==> src/design/cac_pkg.sv <==
// Shared types and constants for the climate actuator arbiter.
package cac_pkg;

	localparam int unsigned DUTY_IN_W = 10;
	localparam int unsigned TICKS_W   = 16;
	localparam int unsigned CFG_IDX_W = 3;
	localparam int unsigned CFG_DAT_W = 16;
	localparam int unsigned S_DATA_W  = 80;
	localparam int unsigned M_DATA_W  = 24;

	localparam logic [DUTY_IN_W-1:0] RH_SEQ_MIN  = 10'd50;
	localparam logic [DUTY_IN_W-1:0] RH_COOP_MIN = 10'd100;

	localparam logic [DUTY_IN_W-1:0] RST_FAN_MIN   = 10'd200;
	localparam logic                 RST_PARALLEL  = 1'b0;
	localparam logic [DUTY_IN_W-1:0] RST_COOP_TH   = 10'd300;
	localparam logic [DUTY_IN_W-1:0] RST_HUM_CAP   = 10'd500;
	localparam logic [TICKS_W-1:0]   RST_ALT_TICKS = 16'd30;

	typedef enum logic [CFG_IDX_W-1:0] {
		REG_FAN_MIN_DUTY        = 3'd0,
		REG_ALLOW_PARALLEL      = 3'd1,
		REG_COOPERATE_THRESHOLD = 3'd2,
		REG_HUM_COOP_CAP        = 3'd3,
		REG_ALTERNATE_TICKS     = 3'd4
	} cfg_reg_t;

	typedef enum logic [2:0] {
		RSN_NORMAL     = 3'd0,
		RSN_CO2_PURGE  = 3'd1,
		RSN_RH_CRIT    = 3'd2,
		RSN_COOP_CAP   = 3'd3,
		RSN_CONDENSATE = 3'd4,
		RSN_BIAS_FAN   = 3'd5,
		RSN_BIAS_HUM   = 3'd6,
		RSN_SAFE       = 3'd7
	} reason_t;

	typedef struct packed {
		logic [DUTY_IN_W-1:0] fan_min_duty;
		logic                 allow_parallel;
		logic [DUTY_IN_W-1:0] cooperate_threshold;
		logic [DUTY_IN_W-1:0] hum_coop_cap;
	} arb_cfg_t;

	typedef struct packed {
		logic [DUTY_IN_W-1:0] condensate_hum_limit;
		logic [DUTY_IN_W-1:0] condensate_fan_floor;
		logic [DUTY_IN_W-1:0] safety_hum_cap;
		logic [DUTY_IN_W-1:0] safety_exhaust_floor;
		logic [2:0]           limit_flags;
		logic [DUTY_IN_W-1:0] temp_req;
		logic [DUTY_IN_W-1:0] co2_req;
		logic [DUTY_IN_W-1:0] rh_req;
		logic [2:0]           loop_enables;
		logic                 sensors_missing;
	} tick_t;

	typedef struct packed {
		reason_t              reason;
		logic [DUTY_IN_W-1:0] hum_duty;
		logic [DUTY_IN_W-1:0] fan_duty;
	} result_t;

	typedef struct packed {
		logic prio_eff;
		logic busy;
	} seq_view_t;

endpackage

==> src/design/cac_seq.sv <==
// Sequencing tick counter, priority flag and phase recompute unit.
module cac_seq (
	input  logic                          clk,
	input  logic                          arst_n,
	input  logic [cac_pkg::TICKS_W-1:0]   alternate_ticks,
	input  logic                          recompute,
	input  logic                          step,
	output cac_pkg::seq_view_t            view
);

	localparam int unsigned TW = cac_pkg::TICKS_W;

	logic [TW-1:0]          seq_q;
	logic [TW-1:0]          phase_q;
	logic                   prio_q;
	logic                   busy_q;
	logic [$clog2(TW)-1:0]  cnt_q;
	logic [TW-1:0]          rem_q;

	logic [TW:0]   period;
	logic [TW-1:0] seq_next;
	logic [TW:0]   phase_inc;
	logic [TW-1:0] phase_next;
	logic [TW:0]   trial;
	logic [TW-1:0] rem_next;

	assign period     = (alternate_ticks == '0) ? {1'b1, {TW{1'b0}}} : {1'b0, alternate_ticks};
	assign seq_next   = seq_q + 1'b1;
	assign phase_inc  = {1'b0, phase_q} + 1'b1;
	assign phase_next = ((seq_next == '0) || (phase_inc == period)) ? '0 : phase_inc[TW-1:0];
	assign trial      = {rem_q, seq_q[~cnt_q]};
	assign rem_next   = (trial >= period) ? TW'(trial - period) : trial[TW-1:0];

	assign view.prio_eff = prio_q ^ (phase_next == '0);
	assign view.busy     = busy_q;

	always_ff @(posedge clk or negedge arst_n) begin
		if (!arst_n) begin
			seq_q   <= '0;
			phase_q <= '0;
			prio_q  <= 1'b1;
			busy_q  <= 1'b0;
			cnt_q   <= '0;
		end else if (recompute) begin
			busy_q <= 1'b1;
			cnt_q  <= '0;
		end else if (busy_q) begin
			cnt_q <= cnt_q + 1'b1;
			if (cnt_q == '1) begin
				busy_q  <= 1'b0;
				phase_q <= rem_next;
			end
		end else if (step) begin
			seq_q   <= seq_next;
			phase_q <= phase_next;
			prio_q  <= view.prio_eff;
		end
	end

	always_ff @(posedge clk) begin
		if (recompute) begin
			rem_q <= '0;
		end else if (busy_q) begin
			rem_q <= rem_next;
		end
	end

endmodule

==> src/design/cac_arbiter.sv <==
// Ordered override chain that merges loop demands into fan and humidifier duties.
module cac_arbiter #(
	parameter int unsigned DUTY_FULL = 1000
) (
	input  cac_pkg::tick_t      tick,
	input  cac_pkg::arb_cfg_t   cfg,
	input  logic                prio_eff,
	output logic                seq_step,
	output cac_pkg::result_t    result
);

	localparam int unsigned IW = cac_pkg::DUTY_IN_W;
	localparam int unsigned FW = $clog2(DUTY_FULL + 1);
	localparam int unsigned DW = (FW > IW) ? FW : IW;
	localparam logic [DW-1:0] FULL = DW'(DUTY_FULL);

	logic          rh_en, co2_en, temp_en, co2_alarm, rh_crit, cond;
	logic          coop;
	logic [DW-1:0] fan_min, fan, hum;
	logic [DW-1:0] fan_clamp, hum_clamp;
	cac_pkg::reason_t reason;

	assign rh_en     = tick.loop_enables[0];
	assign co2_en    = tick.loop_enables[1];
	assign temp_en   = tick.loop_enables[2];
	assign co2_alarm = tick.limit_flags[0];
	assign rh_crit   = tick.limit_flags[1];
	assign cond      = tick.limit_flags[2];
	assign fan_min   = DW'(cfg.fan_min_duty);

	assign seq_step = !tick.sensors_missing && !cfg.allow_parallel && rh_en && co2_en
		&& (tick.rh_req > cac_pkg::RH_SEQ_MIN)
		&& (tick.co2_req > cfg.cooperate_threshold);
	assign coop = cfg.allow_parallel && rh_en && co2_en && !co2_alarm
		&& (tick.rh_req > cac_pkg::RH_COOP_MIN)
		&& (tick.co2_req > cfg.cooperate_threshold);

	always_comb begin
		fan    = co2_en ? DW'(tick.co2_req) : fan_min;
		hum    = rh_en ? DW'(tick.rh_req) : '0;
		reason = cac_pkg::RSN_NORMAL;
		if (tick.sensors_missing) begin
			fan    = fan_min;
			hum    = '0;
			reason = cac_pkg::RSN_SAFE;
		end else begin
			if (temp_en && (DW'(tick.temp_req) > fan)) begin
				fan = DW'(tick.temp_req);
			end
			if (co2_alarm) begin
				fan    = FULL;
				reason = cac_pkg::RSN_CO2_PURGE;
			end
			if (DW'(tick.safety_exhaust_floor) > fan) begin
				fan = DW'(tick.safety_exhaust_floor);
			end
			if (rh_crit) begin
				hum    = '0;
				reason = cac_pkg::RSN_RH_CRIT;
			end
			if (DW'(tick.safety_hum_cap) < hum) begin
				hum = DW'(tick.safety_hum_cap);
			end
			if (cond) begin
				if (DW'(tick.condensate_fan_floor) > fan) begin
					fan = DW'(tick.condensate_fan_floor);
				end
				if (hum > DW'(tick.condensate_hum_limit)) begin
					hum = DW'(tick.condensate_hum_limit);
				end
				reason = cac_pkg::RSN_CONDENSATE;
			end
			if (seq_step) begin
				if (prio_eff) begin
					hum    = hum >> 2;
					reason = cac_pkg::RSN_BIAS_FAN;
				end else begin
					fan = fan >> 1;
					if (fan < fan_min) begin
						fan = fan_min;
					end
					reason = cac_pkg::RSN_BIAS_HUM;
				end
			end
			if (coop && (hum > DW'(cfg.hum_coop_cap))) begin
				hum    = DW'(cfg.hum_coop_cap);
				reason = cac_pkg::RSN_COOP_CAP;
			end
		end
	end

	assign fan_clamp = (fan > FULL) ? FULL : fan;
	assign hum_clamp = (hum > FULL) ? FULL : hum;

	assign result.fan_duty = fan_clamp[IW-1:0];
	assign result.hum_duty = hum_clamp[IW-1:0];
	assign result.reason   = reason;

endmodule

==> src/design/climate_actuator_arbiter_top.sv <==
// Top level of the climate actuator arbiter: channels, registers and pipeline.
//
// One control tick enters on the s_ stream channel and one result leaves on the
// m_ stream channel per tick. Configuration registers are written through the
// cfg_ channel (cfg_index selects the register, cfg_data carries the value);
// write only while no tick is in flight.
// An accepted tick is held in the input register and its result in the result
// register, which drives m_tvalid. One tick per cycle while m_tready is high
// and no recompute runs; input and result registers are the only stages, with
// the override chain between them. Writing alternate_ticks starts a remainder
// pass over the tick counter in the sequencer; s_tready is low while it runs.
// Reset loads the register defaults, clears the tick counter, sets fan
// priority and empties both stages.
// When the receiver holds m_tready low the result holds, the input register
// fills, and s_tready drops until the result is taken.
module climate_actuator_arbiter_top #(
	parameter int unsigned DUTY_FULL = 1000
) (
	input  logic                            clk,
	input  logic                            arst_n,
	input  logic                            s_tvalid,
	output logic                            s_tready,
	// sensors_missing, loop_enables, rh_req, co2_req, temp_req,
	// limit_flags, safety_exhaust_floor, safety_hum_cap,
	// condensate_fan_floor, condensate_hum_limit, zero pad
	input  logic [cac_pkg::S_DATA_W-1:0]    s_tdata,
	output logic                            m_tvalid,
	input  logic                            m_tready,
	// fan_duty, hum_duty, reason, zero pad
	output logic [cac_pkg::M_DATA_W-1:0]    m_tdata,
	input  logic                            cfg_valid,
	output logic                            cfg_ready,
	input  logic [cac_pkg::CFG_IDX_W-1:0]   cfg_index,
	input  logic [cac_pkg::CFG_DAT_W-1:0]   cfg_data
);

	localparam int unsigned TW = cac_pkg::TICKS_W;
	localparam int unsigned TICK_W = $bits(cac_pkg::tick_t);
	localparam int unsigned RES_W  = $bits(cac_pkg::result_t);

	cac_pkg::arb_cfg_t    cfg_q;
	logic [TW-1:0]        alt_ticks_q;
	logic                 cfg_wr;
	logic                 recompute;

	logic                 valid_s1;
	cac_pkg::tick_t       tick_s1;
	logic                 adv;
	logic                 seq_step;
	cac_pkg::seq_view_t   seq_view;
	cac_pkg::result_t     result;
	cac_pkg::result_t     result_s2;

	assign cfg_ready = 1'b1;
	assign cfg_wr    = cfg_valid && cfg_ready;
	assign recompute = cfg_wr && (cfg_index == cac_pkg::REG_ALTERNATE_TICKS);

	always_ff @(posedge clk or negedge arst_n) begin
		if (!arst_n) begin
			cfg_q.fan_min_duty        <= cac_pkg::RST_FAN_MIN;
			cfg_q.allow_parallel      <= cac_pkg::RST_PARALLEL;
			cfg_q.cooperate_threshold <= cac_pkg::RST_COOP_TH;
			cfg_q.hum_coop_cap        <= cac_pkg::RST_HUM_CAP;
			alt_ticks_q               <= cac_pkg::RST_ALT_TICKS;
		end else if (cfg_wr) begin
			unique case (cfg_index)
				cac_pkg::REG_FAN_MIN_DUTY: begin
					cfg_q.fan_min_duty <= cfg_data[cac_pkg::DUTY_IN_W-1:0];
				end
				cac_pkg::REG_ALLOW_PARALLEL: begin
					cfg_q.allow_parallel <= cfg_data[0];
				end
				cac_pkg::REG_COOPERATE_THRESHOLD: begin
					cfg_q.cooperate_threshold <= cfg_data[cac_pkg::DUTY_IN_W-1:0];
				end
				cac_pkg::REG_HUM_COOP_CAP: begin
					cfg_q.hum_coop_cap <= cfg_data[cac_pkg::DUTY_IN_W-1:0];
				end
				cac_pkg::REG_ALTERNATE_TICKS: begin
					alt_ticks_q <= cfg_data[TW-1:0];
				end
				default: begin
				end
			endcase
		end
	end

	assign adv      = valid_s1 && (!m_tvalid || m_tready);
	assign s_tready = (!valid_s1 || adv) && !seq_view.busy;

	always_ff @(posedge clk or negedge arst_n) begin
		if (!arst_n) begin
			valid_s1 <= 1'b0;
			m_tvalid <= 1'b0;
		end else begin
			if (s_tvalid && s_tready) begin
				valid_s1 <= 1'b1;
			end else if (adv) begin
				valid_s1 <= 1'b0;
			end
			if (adv) begin
				m_tvalid <= 1'b1;
			end else if (m_tready) begin
				m_tvalid <= 1'b0;
			end
		end
	end

	always_ff @(posedge clk) begin
		if (s_tvalid && s_tready) begin
			tick_s1 <= s_tdata[TICK_W-1:0];
		end
		if (adv) begin
			result_s2 <= result;
		end
	end

	cac_arbiter #(
		.DUTY_FULL(DUTY_FULL)
	) u_arbiter (
		.tick     (tick_s1),
		.cfg      (cfg_q),
		.prio_eff (seq_view.prio_eff),
		.seq_step (seq_step),
		.result   (result)
	);

	cac_seq u_seq (
		.clk             (clk),
		.arst_n          (arst_n),
		.alternate_ticks (alt_ticks_q),
		.recompute       (recompute),
		.step            (adv && seq_step),
		.view            (seq_view)
	);

	assign m_tdata = {{(cac_pkg::M_DATA_W - RES_W){1'b0}}, result_s2};

`ifndef SYNTH
	a_busy_blocks_input: assert property (@(posedge clk) disable iff (!arst_n)
		seq_view.busy |-> !s_tready)
		else $error("input taken during phase recompute");

	a_recompute_starts: assert property (@(posedge clk) disable iff (!arst_n)
		recompute |=> seq_view.busy)
		else $error("phase recompute did not start");

	a_stall_holds_s1: assert property (@(posedge clk) disable iff (!arst_n)
		valid_s1 && !adv |=> valid_s1 && $stable(tick_s1))
		else $error("input register lost a stalled tick");

	a_safe_hum_off: assert property (@(posedge clk) disable iff (!arst_n)
		adv && tick_s1.sensors_missing |=> result_s2.reason == cac_pkg::RSN_SAFE
			&& result_s2.hum_duty == '0)
		else $error("safe mode result wrong");

	a_no_seq_in_safe: assert property (@(posedge clk) disable iff (!arst_n)
		tick_s1.sensors_missing && valid_s1 |-> !seq_step)
		else $error("sequencing advanced in safe mode");
`endif

endmodule
==> config.mk <==
export PLATFORM = sky130hd
export DESIGN_NAME = climate_actuator_arbiter_top
export DESIGN_NICKNAME = d
export VERILOG_FILES = /design/src/design/cac_pkg.sv /design/src/design/cac_seq.sv /design/src/design/cac_arbiter.sv /design/src/design/climate_actuator_arbiter_top.sv
export SDC_FILE = /design/constraint.sdc
export NUM_CORES = 1
export LEC_CHECK = 0
export ABC_AREA = 1
export ABC_CLOCK_PERIOD_IN_PS = 5700
export BUFFER_PORTS_ARGS = -buffer_cell sky130_fd_sc_hd__buf_2
export CORE_UTILIZATION = 50
export DETAILED_ROUTE_END_ITERATION = 6
export GPL_ROUTABILITY_DRIVEN = 0
export HOLD_SLACK_MARGIN = 0.1
export PLACE_DENSITY = 0.79
export SYNTH_ARGS = -nofsm -noshare
export SYNTH_HDL_FRONTEND = slang
export SYNTH_HIERARCHICAL = 1
export SYNTH_SLANG_ARGS = --single-unit
==> constraint.sdc <==
create_clock -name clk -period 5.7 [get_ports clk]
set_input_delay 0.57 -clock clk [delete_from_list [all_inputs] [get_ports clk]]
set_output_delay 0.57 -clock clk [all_outputs]
set_load 0.005 [all_outputs]
==> impl_metrics.env, run 1 <==
export IMPL_clkLatencyLatePin_ns=0.53
export IMPL_fin_crit_sh=1.22
export IMPL_start_util=0.515
export IMPL_num_nets_final=2120
export IMPL_die_h_um=167
export IMPL_hold_end="tick_s1[32]$_DFFE_PP_"
export IMPL_worst_pin_slew_ns=1.08
export IMPL_synth_edf_count=100
export IMPL_cp_arrival_ns=7.24
export IMPL_synth_avg_cell_area_um2=8.13
export IMPL_grt_pass1_vias=12400
export IMPL_reg2reg_depth=46
export IMPL_dp_hpwl_um=27400
export IMPL_layout_cells_non_filler=2271
export IMPL_cts_tree="yes"
export IMPL_timing_final_ws_setup_ns=-1.27
export IMPL_synth_area_um2=13600
export IMPL_min_period_ns=6.97
export IMPL_vias=13100
export IMPL_grt_max_degree=73
export IMPL_gr_total_overflow=0
export IMPL_setup_tns_ns=-11.36
export IMPL_slew_headroom=0.280
export IMPL_drv_slew=0
export IMPL_worst_path_buf_inv=6
export IMPL_cts_buffers=25
export IMPL_crit_type="flip-flop to flip-flop"
export IMPL_start_kind="flip-flop"
export IMPL_portBuffers=125
export IMPL_cts_buffer_depth=3
export IMPL_io_pins=131
export IMPL_p_per_area_nw_per_um2=503
export IMPL_cp_startpoint="tick_s1[2]$_DFFE_PP_"
export IMPL_cts_root_buf="clkbuf_16"
export IMPL_core_area_um2=26400
export IMPL_timing_fmax_mhz=143
export IMPL_fp_dieW_um=167
export IMPL_firstDrtPassIters=6
export IMPL_yosysWarnings=6
export IMPL_dp_cells=2201
export IMPL_status="finished, violations left"
export IMPL_cts_htree_levels=1
export IMPL_grt_total_usage=0.265
export IMPL_hold_violations=0
export IMPL_failed_checks="setup timing"
export IMPL_num_rows=59
export IMPL_peakVddDrop_uv=367
export IMPL_route_detailed_drc=0
export IMPL_drive_above_1_share=0.288
export IMPL_async_reset_ff_frac=0.429
export IMPL_ys_seq_area_frac=0.407
export IMPL_slowest_delay_ns=0.40
export IMPL_hold_start="s_tdata[32]"
export IMPL_crit_slowest_cell="edfxtp_1"
export IMPL_vias_per_cell=5.76
export IMPL_r2r_start="tick_s1[2]$_DFFE_PP_"
export IMPL_rrSetupSlack_ns=-1.27
export IMPL_crit_family="simple AND/OR/NAND/NOR gates"
export IMPL_syn_to_final_growth_pct=25.3
export IMPL_power_uw=8540
export IMPL_antenna_found_initial=2
export IMPL_crit_top_cell="nand2_1"
export IMPL_whs_path_depth=1
export IMPL_grt_pass1_wl_um=60000
export IMPL_drtAntennaViolNets=0
export IMPL_dr_first_iter_drc_count=1206
export IMPL_cellLeakagePower_uw=0.00795
export IMPL_setup_viol=19
export IMPL_r2r_end="m_tdata[0]$_DFFE_PP_"
export IMPL_ys_types=72
export IMPL_path_max_fanout=11
export IMPL_syn_num_nets=1873
export IMPL_cp_required_ns=5.97
export IMPL_rsz0062_at_grt="yes"
export IMPL_syn_inst=1670
export IMPL_hold_path_class="primary input to flip-flop"
export IMPL_post_drt_wl_per_cell_um=17.7
export IMPL_cts_clk_slew_worst_paths_ns=0.06
export IMPL_clock_sinks=203
export IMPL_clock_skew_ns=0.0276
export IMPL_maxCapViolCount=0
export IMPL_crit_path_end_kind="flip-flop"
export IMPL_die_area_um2=27800
export IMPL_synth_seq_cells=203
export IMPL_ys_flop_type="edfxtp_1"
export IMPL_routed_wl_um=40200
==> where the power goes <==
part / switching (uW) / internal (uW) / total [uW]
Sequential: 321 / 1980 / 2300
Clock: 636 / 998 / 1630
Combinational: 2750 / 1860 / 4610
Total: 3710 / 4830 / 8540
==> kinds of logic (layout without fill, tap and decap cells) <==
family / Yosys count / count (layout) / share of synthesized area
buf+inv: 256 / 519 / 0.0794
fa+ha+maj: 99 / 99 / 0.0918
compound gates: 304 / 304 / 0.141
flops: 203 / 203 / 0.407
simple gates: 776 / 778 / 0.259
other cells: 2 / 3 / 0.000553
xor+xnor: 30 / 30 / 0.0214
==> per-layer routing <==
metal | track usage | vias up | share of wire
met5 | 0 | - | 0.00032
met4 | 0.130 | 2 | 0.061
met3 | 0.0387 | 209 | 0.079
met2 | 0.451 | 705 | 0.47
met1 | 0.329 | 6083 | 0.39
li1 | - | 6088 | -
==> registers in the layout, summed over array words and instances (netlist names) <==
signal,cells
tick_s1,77
cfg_q,31
m_tdata,23
alt_ticks_q,16
u_seq/phase_q,16
u_seq/rem_q,16
u_seq/seq_q,16
u_seq/cnt_q,4
m_tvalid,1
u_seq/busy_q,1
u_seq/prio_q,1
valid_s1,1
==> stage by stage <==
stage	hold slack (ns)	setup slack (ns)	utilization	instance area [um2]
global route	0.193	-1.51	0.645	17000
detailed placement	0.453	-0.867	0.581	15300
finish	0.209	-1.27	0.645	17000
global placement	0.452	-0.544	0.581	15300
floorplan	0.274	-0.121	-	13600
CTS	0.203	-0.630	0.626	16500
==> cell usage after synthesis (all sizes together), types with 18 or more instances <==
cell type / n / area (um2)
a21oi: 78 / 428
buf: 28 / 219
clkbuf: 20 / 75.1
dfrtp: 69 / 1730
dfstp: 18 / 473
edfxtp: 100 / 3000
ha: 98 / 1230
inv: 207 / 780
nand2: 499 / 1970
nand3: 102 / 596
nand4: 37 / 244
nor2: 113 / 534
o211ai: 22 / 170
o21ai: 156 / 908
==> final cells by class <==
class	instances	area [um2]
Antenna cell	1	2.50
Multi-Input combinational cell	1213	7620
Clock inverter	17	199
Timing Repair Buffer	264	1780
Tap cell	335	419
Timing Repair inverter	2	16.3
Fill cell	1999	9350
Inverter	208	797
Sequential cell	203	5520
Clock buffer	28	647
==> worst register-to-register path, delay by kind of cell (launching register included) <==
family / cells / cell delay (ns)
and+or+nand+nor: 26 / 2.74
AOI/OAI and AO/OA: 10 / 1.38
adders and majority gates: 4 / 1.16
buffers and inverters: 6 / 1.05
DFF: 1 / 0.40
==> worst max-delay path by stage <==
stage                           end  slack [ns]  cells past startpoint
3_5_place_dp   m_tdata[3]$_DFFE_PP_       -0.87                     44
5_1_grt        m_tdata[0]$_DFFE_PP_       -1.51                     46
2_1_floorplan  m_tdata[0]$_DFFE_PP_       -0.12                     49
4_1_cts        m_tdata[0]$_DFFE_PP_       -0.63                     46
6_report       m_tdata[0]$_DFFE_PP_       -1.27                     46
3_3_place_gp   m_tdata[3]$_DFFE_PP_       -0.54                     45
==> cell usage in the layout, fill, tap and decap left out, types with 17 or more instances in the layout <==
cell type,Yosys,routed
nand4_1,35,35
o21ai_1,31,23
dfrtp_1,69,69
nand2_2,19,43
nand3_2,12,18
o211ai_1,21,21
buf_4,8,125
nor2_1,89,79
dfstp_2,18,18
inv_2,13,18
nor2_2,14,17
nand2_1,474,443
inv_1,193,186
clkbuf_16,0,26
o21ai_0,93,81
ha_1,98,84
a21oi_1,72,63
buf_2,10,124
edfxtp_1,100,100
nor2_4,10,17
o21ai_2,31,43
nand3_1,88,80
==> what timing repair did <==
item	in CTS	in global routing
gates cloned	5	1
pin swaps	31	44
endpoints found under the setup margin	21	22
setup buffers	13	5
hold endpoints to repair	13	0
resized for setup	55	86
hold buffers	1	0
(Power assumes the default switching activity.)
==> run 2: changes to the inputs <==
- ABC_CLOCK_PERIOD_IN_PS: 5700 -> 5720
- clock period: 5.7 -> 5.72 ns (I/O delays scaled with it)
==> impl_metrics.env, run 2 (same netlist as run 1, synthesis figures left out) <==
export IMPL_drtAntennaViolNets=0
export IMPL_preCtsSetupSlack_ns=-0.937
export IMPL_status="finished, violations left"
export IMPL_drive_above_1_share=0.337
export IMPL_firstDrtPassIters=7
export IMPL_highest_layer="met5"
export IMPL_slew_headroom=0.233
export IMPL_crit_top_cell="nand2_1"
export IMPL_rsz0062_at_grt="yes"
export IMPL_crit_slowest_cell="edfxtp_1"
export IMPL_slowest_delay_ns=0.43
export IMPL_dp_hpwl_um=27600
export IMPL_final_common_cell="nand2_1"
export IMPL_grt_pass1_wl_um=60700
export IMPL_vias=13600
export IMPL_fp_dieW_um=167
export IMPL_p_per_area_nw_per_um2=505
export IMPL_post_drt_wl_per_cell_um=19.3
export IMPL_vias_per_cell=5.91
export IMPL_route_detailed_drc=3
export IMPL_maxCapViolCount=0
export IMPL_met3WireLength_um=3610
export IMPL_dr_first_iter_drc_count=1420
export IMPL_crit_type="flip-flop to flip-flop"
export IMPL_die_area_um2=27800
export IMPL_gr_total_overflow=0
export IMPL_crit_path_end_kind="flip-flop"
export IMPL_hold_path_class="primary input to flip-flop"
export IMPL_most_common_layout_cells="420 x nand2_1, 184 x inv_1, 142 x buf_4, 124 x buf_2, 100 x edfxtp_1"
export IMPL_syn_to_final_growth_pct=30.4
export IMPL_fin_crit_sh=1.23
export IMPL_reg2reg_depth=45
export IMPL_worst_pin_slew_ns=1.15
export IMPL_timing_final_ws_setup_ns=-1.30
export IMPL_cts_buffer_depth=3
export IMPL_cts_htree_levels=1
export IMPL_io_pins=131
export IMPL_whs_path_depth=1
export IMPL_drv_slew=0
export IMPL_cts_tree="yes"
export IMPL_cts_root_buf="clkbuf_16"
export IMPL_cts_buffers=24
export IMPL_grt_total_usage=0.270
export IMPL_dr_wl_met2_um=21300
export IMPL_regMostFlops="tick_s1"
export IMPL_peakVddDrop_uv=352
export IMPL_grt_max_degree=71
export IMPL_cp_arrival_ns=7.32
export IMPL_num_nets_final=2147
export IMPL_clock_skew_ns=0.0420
export IMPL_cp_required_ns=6.02
export IMPL_antenna_found_initial=2
export IMPL_cellLeakagePower_uw=0.00816
export IMPL_start_kind="flip-flop"
export IMPL_failed_checks="DRC, setup timing"
export IMPL_min_period_ns=7.02
export IMPL_core_area_um2=26400
export IMPL_routed_wl_um=44300
export IMPL_start_util=0.515
export IMPL_grt_pass1_vias=12500
export IMPL_clkLatencyLatePin_ns=0.55
export IMPL_drt_met1_wl_um=16600
export IMPL_cts_clk_slew_worst_paths_ns=0.06
export IMPL_num_rows=59
export IMPL_timing_fmax_mhz=142
export IMPL_largest_reg_flops=77
export IMPL_hold_violations=0
export IMPL_die_h_um=167
export IMPL_path_max_fanout=11
export IMPL_clock_sinks=203
export IMPL_power_uw=8930
export IMPL_portBuffers=125
export IMPL_setup_viol=22
## run 2: final cells by class
class	instances	area, um2
multi-input cells	1213	8160
repair inverters	4	33.8
well taps	335	419
fillers	1862	8660
inverters	208	798
repair buffers	290	1980
diodes	1	2.50
flip-flops and latches	203	5520
clock buffers	36	696
clock inverters	8	80.1
## run 2: critical path: cells and delay by family, from the launching register on
family / cells / cell delay, ns
flops: 1 / 0.43
buf+inv: 10 / 1.40
fa+ha+maj: 4 / 1.21
simple gates: 26 / 2.99
compound gates: 5 / 0.74
## run 2: path summary, 6_finish.rpt
path / startpoint / end / slack, ns
max in group asynchronous: arst_n / alt_ticks_q[7]$_DFFE_PN0P_ / 4.09
max: tick_s1[2]$_DFFE_PP_ / m_tdata[3]$_DFFE_PP_ / -1.30
min reg2reg: cfg_q[15]$_DFFE_PN1P_ / cfg_q[15]$_DFFE_PN1P_ / 0.46
max reg2reg: tick_s1[2]$_DFFE_PP_ / m_tdata[3]$_DFFE_PP_ / -1.30
min in group asynchronous: arst_n / alt_ticks_q[10]$_DFFE_PN0P_ / 0.46
min: s_tdata[38] / tick_s1[38]$_DFFE_PP_ / 0.20
## run 2: power breakdown
group / internal, uW / switching, uW
registers: 1970 / 332
clock network: 886 / 622
logic: 2090 / 3040
total: 4940 / 3990
## run 2: metrics by stage
stage / cells / utilization / cell area [um2] / setup TNS, ns / hold WS (ns)
3_5_place_dp: 2198 / 0.579 / 15300 / -9.01 / 0.454
2_1_floorplan: 1670 / - / 13600 / -0.502 / 0.276
4_1_cts: 2278 / 0.635 / 16700 / -3.42 / 0.189
6_report: 2298 / 0.672 / 17700 / -13.40 / 0.198
3_3_place_gp: 2198 / 0.579 / 15300 / -4.22 / 0.453
5_1_grt: 2298 / 0.672 / 17700 / -17.12 / 0.193
## run 2: what timing repair did
item / CTS / global route
gates cloned: 9 / 1
resized for setup: 108 / 157
pin swaps: 50 / 94
hold buffers: 1 / 0
setup endpoints to repair: 21 / 22
endpoints found under the hold margin: 15 / 0
setup buffers: 26 / 19
## run 2: metal layers
| metal | vias up | GRT usage |
|---|---|---|
| li1 | 6147 | - |
| met4 | 2 | 0.122 |
| met1 | 6335 | 0.323 |
| met2 | 856 | 0.479 |
| met5 | - | 0 |
| met3 | 243 | 0.0387 |
